$ cat src/sv/hcb_pkg.sv
// Shared types, constants and helpers for the Huffman code builder.
package hcb_pkg;

  localparam int SYM_W    = 8;
  localparam int ALPHA    = 256;
  localparam int CNT_W    = 24;
  localparam int CODE_W   = 48;
  localparam int LEN_W    = 6;
  localparam int NODE_AW  = 9;
  localparam int NODE_N   = 511;
  localparam int WGT_W    = 32;
  localparam int SUM_W    = 32;
  localparam int DIST_W   = 9;
  localparam int WLK_W    = 9;
  localparam int LG_W     = 4;
  localparam int OP_W     = 2;
  localparam int IN_TDATA_W  = 16;
  localparam int OUT_TDATA_W = 160;

  typedef enum logic [OP_W-1:0] {
    OP_CLEAR  = 2'd0,
    OP_COUNT  = 2'd1,
    OP_BUILD  = 2'd2,
    OP_ENCODE = 2'd3
  } op_e;

  typedef enum logic [1:0] {
    STAT_OK        = 2'd0,
    STAT_NO_CODE   = 2'd1,
    STAT_NOT_BUILT = 2'd2
  } status_e;

  typedef enum logic [4:0] {
    CMD_NONE,
    CMD_ACCEPT,
    CMD_EXEC,
    CMD_EMIT,
    CMD_INIT_RD,
    CMD_INIT_WR,
    CMD_PLAN,
    CMD_SCAN,
    CMD_SCAN_END,
    CMD_MRG_A,
    CMD_MRG_B,
    CMD_MRG_N,
    CMD_C_RD,
    CMD_C_CHK,
    CMD_C_WALK,
    CMD_C_STEP,
    CMD_C_MUL,
    CMD_C_ACC,
    CMD_FIN
  } dp_cmd_e;

  typedef struct packed {
    dp_cmd_e op;
  } dp_cmd_t;

  typedef struct packed {
    logic init_last;
    logic multi;
    logic scan_last;
    logic merge_last;
    logic cnt_zero;
    logic at_root;
    logic sym_last;
    logic out_free;
  } dp_stat_t;

  typedef struct packed {
    logic [SUM_W-1:0]  original_bits;
    logic [SUM_W-1:0]  encoded_bits;
    logic [DIST_W-1:0] distinct_count;
    logic [CNT_W-1:0]  frequency;
    logic [LEN_W-1:0]  code_length;
    logic [CODE_W-1:0] code_bits;
    status_e           status;
  } res_t;

  localparam int RES_W = $bits(res_t);

  typedef struct packed {
    logic              valid;
    logic [LEN_W-1:0]  len;
    logic [CODE_W-1:0] bits;
  } code_t;

  function automatic logic [LG_W-1:0] ceil_log2(input logic [DIST_W-1:0] d);
    logic [LG_W-1:0] r;
    r = '0;
    for (int i = 0; i < 8; i++) begin
      if ((DIST_W'(1) << i) < d) r = r + LG_W'(1);
    end
    return r;
  endfunction

endpackage

$ cat src/sv/hcb_ctrl.sv
// Sequencer for clear, count, encode and the multi-phase code build.
module hcb_ctrl import hcb_pkg::*; (
  input  logic     clk_i,
  input  logic     rst_ni,
  input  logic     in_valid_i,
  input  op_e      in_op_i,
  input  dp_stat_t stat_i,
  output logic     in_ready_o,
  output dp_cmd_t  cmd_o
);

  typedef enum logic [4:0] {
    S_IDLE, S_EXEC, S_EMIT, S_INIT_RD, S_INIT_WR, S_PLAN, S_SCAN, S_SCAN_END,
    S_MRG_A, S_MRG_B, S_MRG_N, S_C_RD, S_C_CHK, S_C_WALK, S_C_STEP, S_C_MUL,
    S_C_ACC, S_FIN
  } state_e;

  state_e state_q, state_d;

  assign in_ready_o = (state_q == S_IDLE);

  always_comb begin
    state_d   = state_q;
    cmd_o.op  = CMD_NONE;
    unique case (state_q)
      S_IDLE: begin
        if (in_valid_i) begin
          cmd_o.op = CMD_ACCEPT;
          state_d  = (in_op_i == OP_BUILD) ? S_INIT_RD : S_EXEC;
        end
      end
      S_EXEC: begin
        cmd_o.op = CMD_EXEC;
        state_d  = S_EMIT;
      end
      S_EMIT: begin
        if (stat_i.out_free) begin
          cmd_o.op = CMD_EMIT;
          state_d  = S_IDLE;
        end
      end
      S_INIT_RD: begin
        cmd_o.op = CMD_INIT_RD;
        state_d  = S_INIT_WR;
      end
      S_INIT_WR: begin
        cmd_o.op = CMD_INIT_WR;
        state_d  = stat_i.init_last ? S_PLAN : S_INIT_RD;
      end
      S_PLAN: begin
        cmd_o.op = CMD_PLAN;
        state_d  = stat_i.multi ? S_SCAN : S_C_RD;
      end
      S_SCAN: begin
        cmd_o.op = CMD_SCAN;
        state_d  = stat_i.scan_last ? S_SCAN_END : S_SCAN;
      end
      S_SCAN_END: begin
        cmd_o.op = CMD_SCAN_END;
        state_d  = S_MRG_A;
      end
      S_MRG_A: begin
        cmd_o.op = CMD_MRG_A;
        state_d  = S_MRG_B;
      end
      S_MRG_B: begin
        cmd_o.op = CMD_MRG_B;
        state_d  = S_MRG_N;
      end
      S_MRG_N: begin
        cmd_o.op = CMD_MRG_N;
        state_d  = stat_i.merge_last ? S_C_RD : S_SCAN;
      end
      S_C_RD: begin
        cmd_o.op = CMD_C_RD;
        state_d  = S_C_CHK;
      end
      S_C_CHK: begin
        cmd_o.op = CMD_C_CHK;
        state_d  = stat_i.cnt_zero ? S_C_ACC : S_C_WALK;
      end
      S_C_WALK: begin
        cmd_o.op = CMD_C_WALK;
        state_d  = stat_i.at_root ? S_C_MUL : S_C_STEP;
      end
      S_C_STEP: begin
        cmd_o.op = CMD_C_STEP;
        state_d  = S_C_WALK;
      end
      S_C_MUL: begin
        cmd_o.op = CMD_C_MUL;
        state_d  = S_C_ACC;
      end
      S_C_ACC: begin
        cmd_o.op = CMD_C_ACC;
        state_d  = stat_i.sym_last ? S_FIN : S_C_RD;
      end
      S_FIN: begin
        cmd_o.op = CMD_FIN;
        state_d  = S_EMIT;
      end
      default: state_d = S_IDLE;
    endcase
  end

  always_ff @(posedge clk_i or negedge rst_ni) begin
    if (!rst_ni) begin
      state_q <= S_IDLE;
    end else begin
      state_q <= state_d;
    end
  end

endmodule

$ cat config.mk
export PLATFORM = sky130hd
export DESIGN_NAME = hcb_ctrl
export DESIGN_NICKNAME = d
export VERILOG_FILES = /design/src/sv/hcb_pkg.sv /design/src/sv/hcb_ctrl.sv
export SDC_FILE = /design/constraint.sdc
export NUM_CORES = 1
export LEC_CHECK = 0
export BUFFER_PORTS_ARGS = -buffer_cell sky130_fd_sc_hd__buf_2
export CAP_MARGIN = 10
export CORE_MARGIN = 3
export CORE_UTILIZATION = 44
export DETAILED_ROUTE_END_ITERATION = 6
export GPL_TIMING_DRIVEN = 0
export PLACE_DENSITY = 0.73
export SYNTH_ARGS = -nofsm -noshare
export SYNTH_HDL_FRONTEND = slang
export SYNTH_SLANG_ARGS = --single-unit
$ cat constraint.sdc
create_clock -name clk_i -period 1.3 [get_ports clk_i]
set_input_delay 0.065 -clock clk_i [delete_from_list [all_inputs] [get_ports clk_i]]
set_output_delay 0.065 -clock clk_i [all_outputs]
set_load 0.01 [all_outputs]
Word-level counts from Yosys, hierarchy flattened
Index checks and enable logic that the tools add are counted.
{ "totals": {"reg_bits": 5, "inputBits": 13, "output_inout_bits": 6, "elab_cells": 38} }
{ "classes": {"eq_ne": 20, "mux": 14, "reduce_logical": 3} }
{ "op_table": {"columns": ["cell", "count"], "rows": [
  ["one-hot mux 5 bit (18 select lines)", 1],
  ["one-hot mux 5 bit (17 select lines)", 1],
  ["== test 5 x 4 -> 1 bit (second input constant)", 8],
  ["== test 5 x 3 -> 1 bit (second input constant)", 4],
  ["two-way mux 5 bit", 4],
  ["== test 5 x 2 -> 1 bit (second input constant)", 2],
  ["== test 5 bit (second input constant)", 2],
  ["two-way mux 4 bit", 2],
  ["== test 5 x 1 -> 1 bit (second input constant)", 1],
  ["logical NOT 5 bit", 1],
  ["two-way mux 2 bit", 2],
  ["!= test 2 bit (second input constant)", 2],
  ["two-way mux 1 bit", 3],
  ["two-way mux 3 bit", 1],
  ["== test 2 bit (second input constant)", 1],
  ["AND reduction 2 bit", 1],
  ["OR reduction 2 bit", 1]
]} }

Logic depth before layout (Yosys ltp)
Gate-level depths: netlist (run 1).
{ "logic_depth": {"word_depth": 4, "mapped_depth": 6} }

Least setup slack after synthesis (run 1)
No wires, ideal clock.
{ "synth_path": {"path_type": "reg-to-reg", "from": "register state_q[0]", "to": "register state_q[3]", "setup_ns": 0.124, "arrival_ns": 1.190, "t_required_ns": 1.176, "path_slack_ns": -0.014, "stages_incl_launch_ff": 6, "n_path_buf": 1, "period_less_slack_ns": 1.314, "cell_sequence": "dfrtp_1 -> buf_6 -> nor2_1 -> nand2_1 -> o221a_1 -> a211o_1"} }
{ "synth_via": {"elab_chain_cells": 3} }
{ "synth_rtl": {"columns": ["item", "line", "text"], "rows": [
  ["start, declared", "hcb_ctrl.sv:18", "state_e state_q, state_d;"],
  ["start signal, assigned", "hcb_ctrl.sv:110", "state_q <= state_d;"],
  ["== test 5 bit (tied with other cells)", "hcb_ctrl.sv:25", "unique case (state_q)"],
  ["OR reduction 2 bit (no line) / != test 2 bit (equally long branches)", null, null],
  ["one-hot mux 5 bit (17 select lines) / AND reduction 2 bit (equally long branches)", null, null]
]} }
Parallel ways exist; a longest one is shown, timed or not.
A chain may end at the register's enable or synchronous reset.

==> summary.md, run 1 <==
| Metric | Value |
|---|---|
| Run status | finished, violations left |
| Failing checks | setup timing |
| Clock tree sinks | 5 |
| TritonRoute pass-1 iters | 4 |
| Power Total | between 0.002 and 0.003 W |
| Largest net degree at the start of global routing | 11 |
| Biggest regs | state_q x5 |
| DR DRC count | 0 |
| Seq/Total Area, Yosys | 0.205 |
| Number of nets still failing antenna checks after routing | 0 |
| Most common cell after layout, fill and taps aside | buf_2 |
| CTS Buf Count | 3 |
| Pwr per Cell Area | 2720 nW/um^2 |
| Gr usage total | 0.270 |
| Cell breakdown of the critical path | buf_6 > buf_8 > nor2_4 > mux2i_1 > o22a_1 > nor2_1 > buf_2 |
| Min-delay worst type | in2reg |
| RSZ-0062 raised after global routing | true |
| Top cell type's share of synthesized area | 0.205 |
| # setup viols final | 11 |
| Clock tree buffer depth | 2 |
| CP max FO | 7 |
| Synthesized instance count | 79 |
| CTS tree | yes |
| Number of global-route vias before repair | 805 |
| Critical path class | reg2out |
| Largest register by flop count | state_q |
| Core Rows | 12 |
| Fillers | 51 |
| Slowest cell on crit path | dfrtp_1 |
| MaxCap Viol Count | 0 |
| Avg Cell Area, Syn | about 7.7 um^2 |
| Gpl congestion | 0.824 |
| Antenna violations before repair | 0 |
| Max Slew Vio Count | 0 |
| Post-layout util | 0.894 |
| Diodes inserted | 0 |
| Area of the multi-input gates | 512 um^2 |
| Final hold violations | 0 |
| Final WS setup | -220 ps |
| Layout Nets | 135 |
| Worst skew pair latency | 250 ps |
| WP data required | 1240 ps |
| Most frequent cells in the layout | 18 x buf_2, 12 x buf_4, 11 x buf_6 |
| Tcrit/Tclk final | 1.17 |
| Die Width | ~43 um |
| VDD IR-drop max | 1830 uV |
| Worst Setup End Kind | primary output |
| Via count | 888 |
| Worst Tran Pin Value | 323 ps |
| Critical path's largest stage delay | around 370 ps |
| Syn-to-layout area delta | 76.2% |
| Syn. warnings | 0 |
| Placeable Area | 1200 um^2 |
| Rel. slew slack | 0.782 |
| CTS root buf | clkbuf_4 |
| Buffers on Ports | 18 |
| Register bit total from synthesis | 5 |
| Asr flop ratio synth | 1.00 |
| Netlist cell types | 36 |
| Net count after synthesis | just over 90 |
| Grt total ovfl | 0 |
| Drt initial violations | 50 |
| # H-tree levels | 1 |
| Starting Density | 0.507 |
| Post-synth EDFFs | 0 |
| Die height | around 43 um |
| Post-layout min period | approximately 1500 ps |
| Layout cell share with drive strength beyond 1 | 0.545 |
| Place WS | -113 ps |
| Top post-synthesis cells by area | dfrtp_1 21%, nor2_1 6.2%, buf_6 5.5% |
| Num ports | 19 |
| Final Skew | 13.3 ps |
| Final HPWL DP | 1240 um |
| P_leak | 0.477 nW |
| Synth Cell Area | roughly 610 um^2 |
| Largest register FFs | 5 |
| Drt via density | 6.58 |
| Area leader, netlist | dfrtp_1 |
| Startpoint Class | flip-flop |
| Die area | 1870 um^2 |
| Reg area | ~130 um^2 |
| First-pass GRT wire length | 3770 um |
| Critical Path AT | approximately 1500 ps |
| DR WL/cell | 20.0 um |
| F_max | 658 MHz |
| Ys flop type | dfrtp_1 |
| Clock Pin Slew Worst Setup and Hold Paths | 50 ps |
| Final WL | 2700 um |
## through the flow
step	cells	hold WS (ps)	area [um^2]	setup TNS, ps
2_1_floorplan	79	-231	612	0
3_3_place_gp	111	-121	719	-345
3_5_place_dp	111	-119	719	-395
4_1_cts	132	64.8	972	-863
5_1_grt	135	91.3	1070	-2380
6_report	135	97.1	1070	-1750
## where the power goes
group / leakage [nW] / internal [W] / switching [W]
Combinational: 0.400 / 0.00121 / 0.00122
Clock: 0.0150 / 0.000117 / 0.0000722
Sequential: 0.0622 / 0.000229 / 0.0000719
Total: 0.477 / 0.00156 / 0.00137
## worst paths after layout
| kind | cells after the start | start | slack [ps] | end |
|---|---|---|---|---|
| max in group asynchronous | 2 | rst_ni | 1020 | state_q[4] |
| min in group asynchronous | 2 | rst_ni | 140 | state_q[3] |
| max reg2reg | 6 | state_q[0] | -190 | state_q[3] |
| min | 2 | stat_i[3] | 100 | state_q[2] |
| min reg2reg | 4 | state_q[4] | 790 | state_q[2] |
| max | 7 | state_q[3] | -220 | cmd_o[0] |
## critical path: cells and delay by family, from the launching register on
family / cells / cell delay (ps)
buf+inv: 3 / 390
flops: 1 / 370
compound gates: 1 / 200
simple gates: 2 / 160
mux: 1 / 80
## cells in the mapped netlist, types with 2 or more instances
| cell type | count |
|---|---|
| a211oi_1 | 3 |
| a21oi_1 | 4 |
| a31oi_1 | 2 |
| buf_2 | 3 |
| buf_6 | 3 |
| dfrtp_1 | 5 |
| inv_1 | 4 |
| mux2i_1 | 2 |
| nand2_1 | 7 |
| nand2b_1 | 3 |
| nand3_1 | 2 |
| nor2_1 | 10 |
| nor2b_1 | 2 |
| nor3_1 | 2 |
| nor3b_1 | 2 |
| o21a_1 | 2 |
| o21ai_1 | 2 |
| o221ai_1 | 2 |
| o32ai_1 | 2 |
## timing repair
item,in CTS,in global routing
pin swaps,8,5
setup buffers,15,3
cloned,1,0
resized for setup,27,14
hold endpoints to repair,5,0
endpoints found under the setup margin,9,11
hold buffers,1,0
## cell families (layout without fill, tap and decap cells)
kind of cell,Yosys count,in the layout,synth area share
multiplexers,2,2,0.0329
AO/OA/AOI/OAI,26,26,0.333
AND/OR/NAND/NOR,32,32,0.277
buffers and inverters,12,54,0.123
flip-flops,5,5,0.205
XOR/XNOR,2,2,0.0288
## routing by layer
layer  wire length, um  share of wire  track usage  vias to the layer above
li1                  -              -            -                      380
met1              1050           0.39        0.336                      423
met2              1320           0.49        0.457                       71
met3               221          0.082       0.0720                       14
met4               102          0.038       0.0602                        0
met5                 0              0            0                        -
## layout make-up
type / instances / share of cell area
multi-input combinational: 62 / 0.477
tap: 14 / 0.0163
sequential: 5 / 0.118
inverter: 4 / 0.0175
timing repair buffer: 38 / 0.254
buffer: 8 / 0.0932
clock buffer: 4 / 0.0245
Note: power is estimated with default switching activity, not from simulation.
==> run 2, diff against run 1 <==
--- a/config.mk
+++ b/config.mk
@@ -15,3 +15,4 @@
 export SYNTH_ARGS = -nofsm -noshare
 export SYNTH_HDL_FRONTEND = slang
 export SYNTH_SLANG_ARGS = --single-unit
+export TNS_END_PERCENT = 50
==> constraint.sdc (replaced) <==
create_clock -name clk_i -period 1.2 [get_ports clk_i]
set_input_delay 0.06 -clock clk_i [delete_from_list [all_inputs] [get_ports clk_i]]
set_output_delay 0.06 -clock clk_i [all_outputs]
set_load 0.01 [all_outputs]
==> summary.md, run 2 (same netlist as run 1, synthesis figures left out) <==
| Metric | Value |
|---|---|
| DR DRC count | 0 (unchanged) |
| Biggest regs | state_q x5 |
| WP data required | 1140 ps (-100 ps) |
| Layout cell share with drive strength beyond 1 | 0.531 (-0.0145) |
| Core Rows | 12 (unchanged) |
| Critical Path AT | 1410 ps (-40 ps) |
| Final HPWL DP | 1260 um (+2.1%) |
| Top delay family on crit path | flip-flops |
| Largest net degree at the start of global routing | 11 (unchanged) |
| Largest register by flop count | state_q |
| Most frequent cells in the layout | 19 x buf_2, 11 x buf_4, 8 x nor2_1 |
| Cell breakdown of the critical path | buf_6 > a211oi_2 > o22a_1 > nor2_1 > buf_2 |
| Placeable Area | 1200 um^2 (unchanged) |
| Gpl congestion | 0.838 (+1.7%) |
| # H-tree levels | 1 (unchanged) |
| Area of the multi-input gates | 510 um^2 (-0.24%) |
| DR WL/cell | 18.3 um (-8.6%) |
| CTS Buf Count | 3 (unchanged) |
| Die height | 43.2 um (unchanged) |
| Worst Setup End Kind | primary output |
| Critical path's largest stage delay | 440 ps (+70 ps) |
| Gr usage total | 0.259 (-0.0113) |
| # setup viols final | 10 (-1) |
| Most common cell after layout, fill and taps aside | buf_2 |
| Syn-to-layout area delta | 60.2% |
| M1 WL | 917 um (-13%) |
| Die area | 1870 um^2 (unchanged) |
| Final hold violations | 0 (unchanged) |
| Starting Density | 0.507 (unchanged) |
| RSZ-0062 raised after global routing | true |
| Startpoint Class | flip-flop |
| Stages on the worst setup path | 5 (-2) |
| CTS root buf | clkbuf_4 |
| Die Width | 43.2 um (unchanged) |
| Via count | 810 (-8.8%) |
| Rel. slew slack | 0.812 (+0.0303) |
| Largest register FFs | 5 (unchanged) |
| Num ports | 19 (unchanged) |
| CP max FO | 10 (+3) |
| P_leak | 0.429 nW (-10%) |
| Min-delay worst type | in2reg |
| Sum Neg Setup Slack | -2080 ps (-329 ps) |
| VDD IR-drop max | 1640 uV (-10%) |
| Tcrit/Tclk final | 1.23 |
| Top sig layer | met4 |
| Slowest cell on crit path | dfrtp_2 |
| Critical path class | reg2out |
| Layout Nets | 127 (-5.9%) |
| Max Slew Vio Count | 0 (unchanged) |
| Post-layout min period | roughly 1500 ps |
| Met3 WL post-DR | 234 um (+5.9%) |
| Number of global-route vias before repair | 752 (-6.6%) |
| Hold Path Depth | 2 (unchanged) |
| Number of nets still failing antenna checks after routing | 0 (unchanged) |
| Buf/Inv on CP | 2 (-1) |
| Routed wl met2 | 1090 um (-17%) |
| Worst skew pair latency | 240 ps (about the same) |
| Drt initial violations | 43 (-14%) |
| Clock Pin Slew Worst Setup and Hold Paths | 40 ps (about the same) |
| Buffers on Ports | 18 (unchanged) |
| First-pass GRT wire length | 3690 um (-2.0%) |
| Run status | finished, violations left |
| Drt via density | 6.38 (-3.0%) |
| Fillers | 74 (+45%) |
| Clock tree buffer depth | 2 (unchanged) |
| Reg area | 129 um^2 (+2.0%) |
| Worst Tran Pin Value | 278 ps (-44.9 ps) |
| Failing checks | setup timing |
| F_max | between 600 and 700 MHz |
| Pwr per Cell Area | 2860 nW/um^2 (+5.2%) |
| Diodes inserted | 0 (unchanged) |
| Grt total ovfl | 0 (unchanged) |
| Final Skew | 0.536 ps (-12.8 ps) |
| Antenna violations before repair | 0 (unchanged) |
| R2R cell count | 6 (unchanged) |
| Final WS setup | -274 ps (-53.8 ps) |
| CTS tree | yes |
| MaxCap Viol Count | 0 (unchanged) |
| Clock tree sinks | 5 (unchanged) |
| Post-layout util | 0.813 (-0.0813) |
| TritonRoute pass-1 iters | 4 (unchanged) |
| Final WL | 2320 um (-14%) |
run 2: changes by cell type in the layout (fill, tap and decap cells not counted), sizes merged:
cell / before / now
buf: 44 / 37
clkbuf: 5 / 4
clkinvlp: 1 / 0
inv: 3 / 4
run 2: layer usage:
metal  global-route usage  vias to the layer above
li1                     -                      366
met1                0.335                      369
met2                0.407                       65
met3               0.0551                       10
met4                0.108                        0
met5                    0                        -
run 2: final timing paths:
kind	from	slack, ps	endpoint
worst max-delay path	state_q[1]	-270	cmd_o[0]
worst min-delay path	stat_i[3]	70	state_q[2]
worst max register to register	state_q[0]	-240	state_q[0]
worst min register to register	state_q[3]	740	state_q[0]
max in group asynchronous	rst_ni	880	state_q[1]
min in group asynchronous	rst_ni	170	state_q[3]
run 2: worst register-to-register path: cells and delay by family, from the launching register on:
| family | cells | cell delay [ps] |
|---|---|---|
| compound gates | 3 | 490 |
| flops | 1 | 390 |
| buf+inv | 2 | 300 |
| simple gates | 1 | 150 |
run 2: metrics by stage:
step | area (um^2) | total power [W] | setup slack, ps | std cells | hold slack (ps)
finish | 976 | 0.00279 | -274 | 127 | 65.6
global route | 976 | 0.00294 | -359 | 127 | 52.0
CTS | 933 | 0.00257 | -281 | 126 | 41.7
detailed placement | 743 | 0.00189 | -202 | 111 | -119
global placement | 743 | 0.00187 | -172 | 111 | -126
floorplan | 636 | 0.00151 | -22.3 | 79 | -236
run 2: what timing repair did:
action / in CTS / in global routing
setup buffers: 9 / 2
hold endpoints to repair: 5 / 0
setup endpoints to repair: 11 / 11
gates cloned: 1 / 0
pin swaps: 5 / 4
gates resized for setup: 19 / 9
hold buffers: 1 / 0
run 2: power breakdown:
group          leakage [nW]  switching, W  internal [W]  total [W]
sequential           0.0598     0.0000926      0.000255   0.000348
clock                0.0150     0.0000715      0.000126   0.000197
combinational         0.354       0.00118       0.00107    0.00225
total                 0.429       0.00135       0.00145    0.00279
run 2: area by class of cell:
| class | instances | area share |
|---|---|---|
| sequential | 5 | 0.132 |
| clock buffer | 4 | 0.0269 |
| timing repair buffer | 31 | 0.192 |
| buffer | 7 | 0.0923 |
| multi-input combinational | 62 | 0.523 |
| tap | 14 | 0.0179 |
| inverter | 4 | 0.0154 |
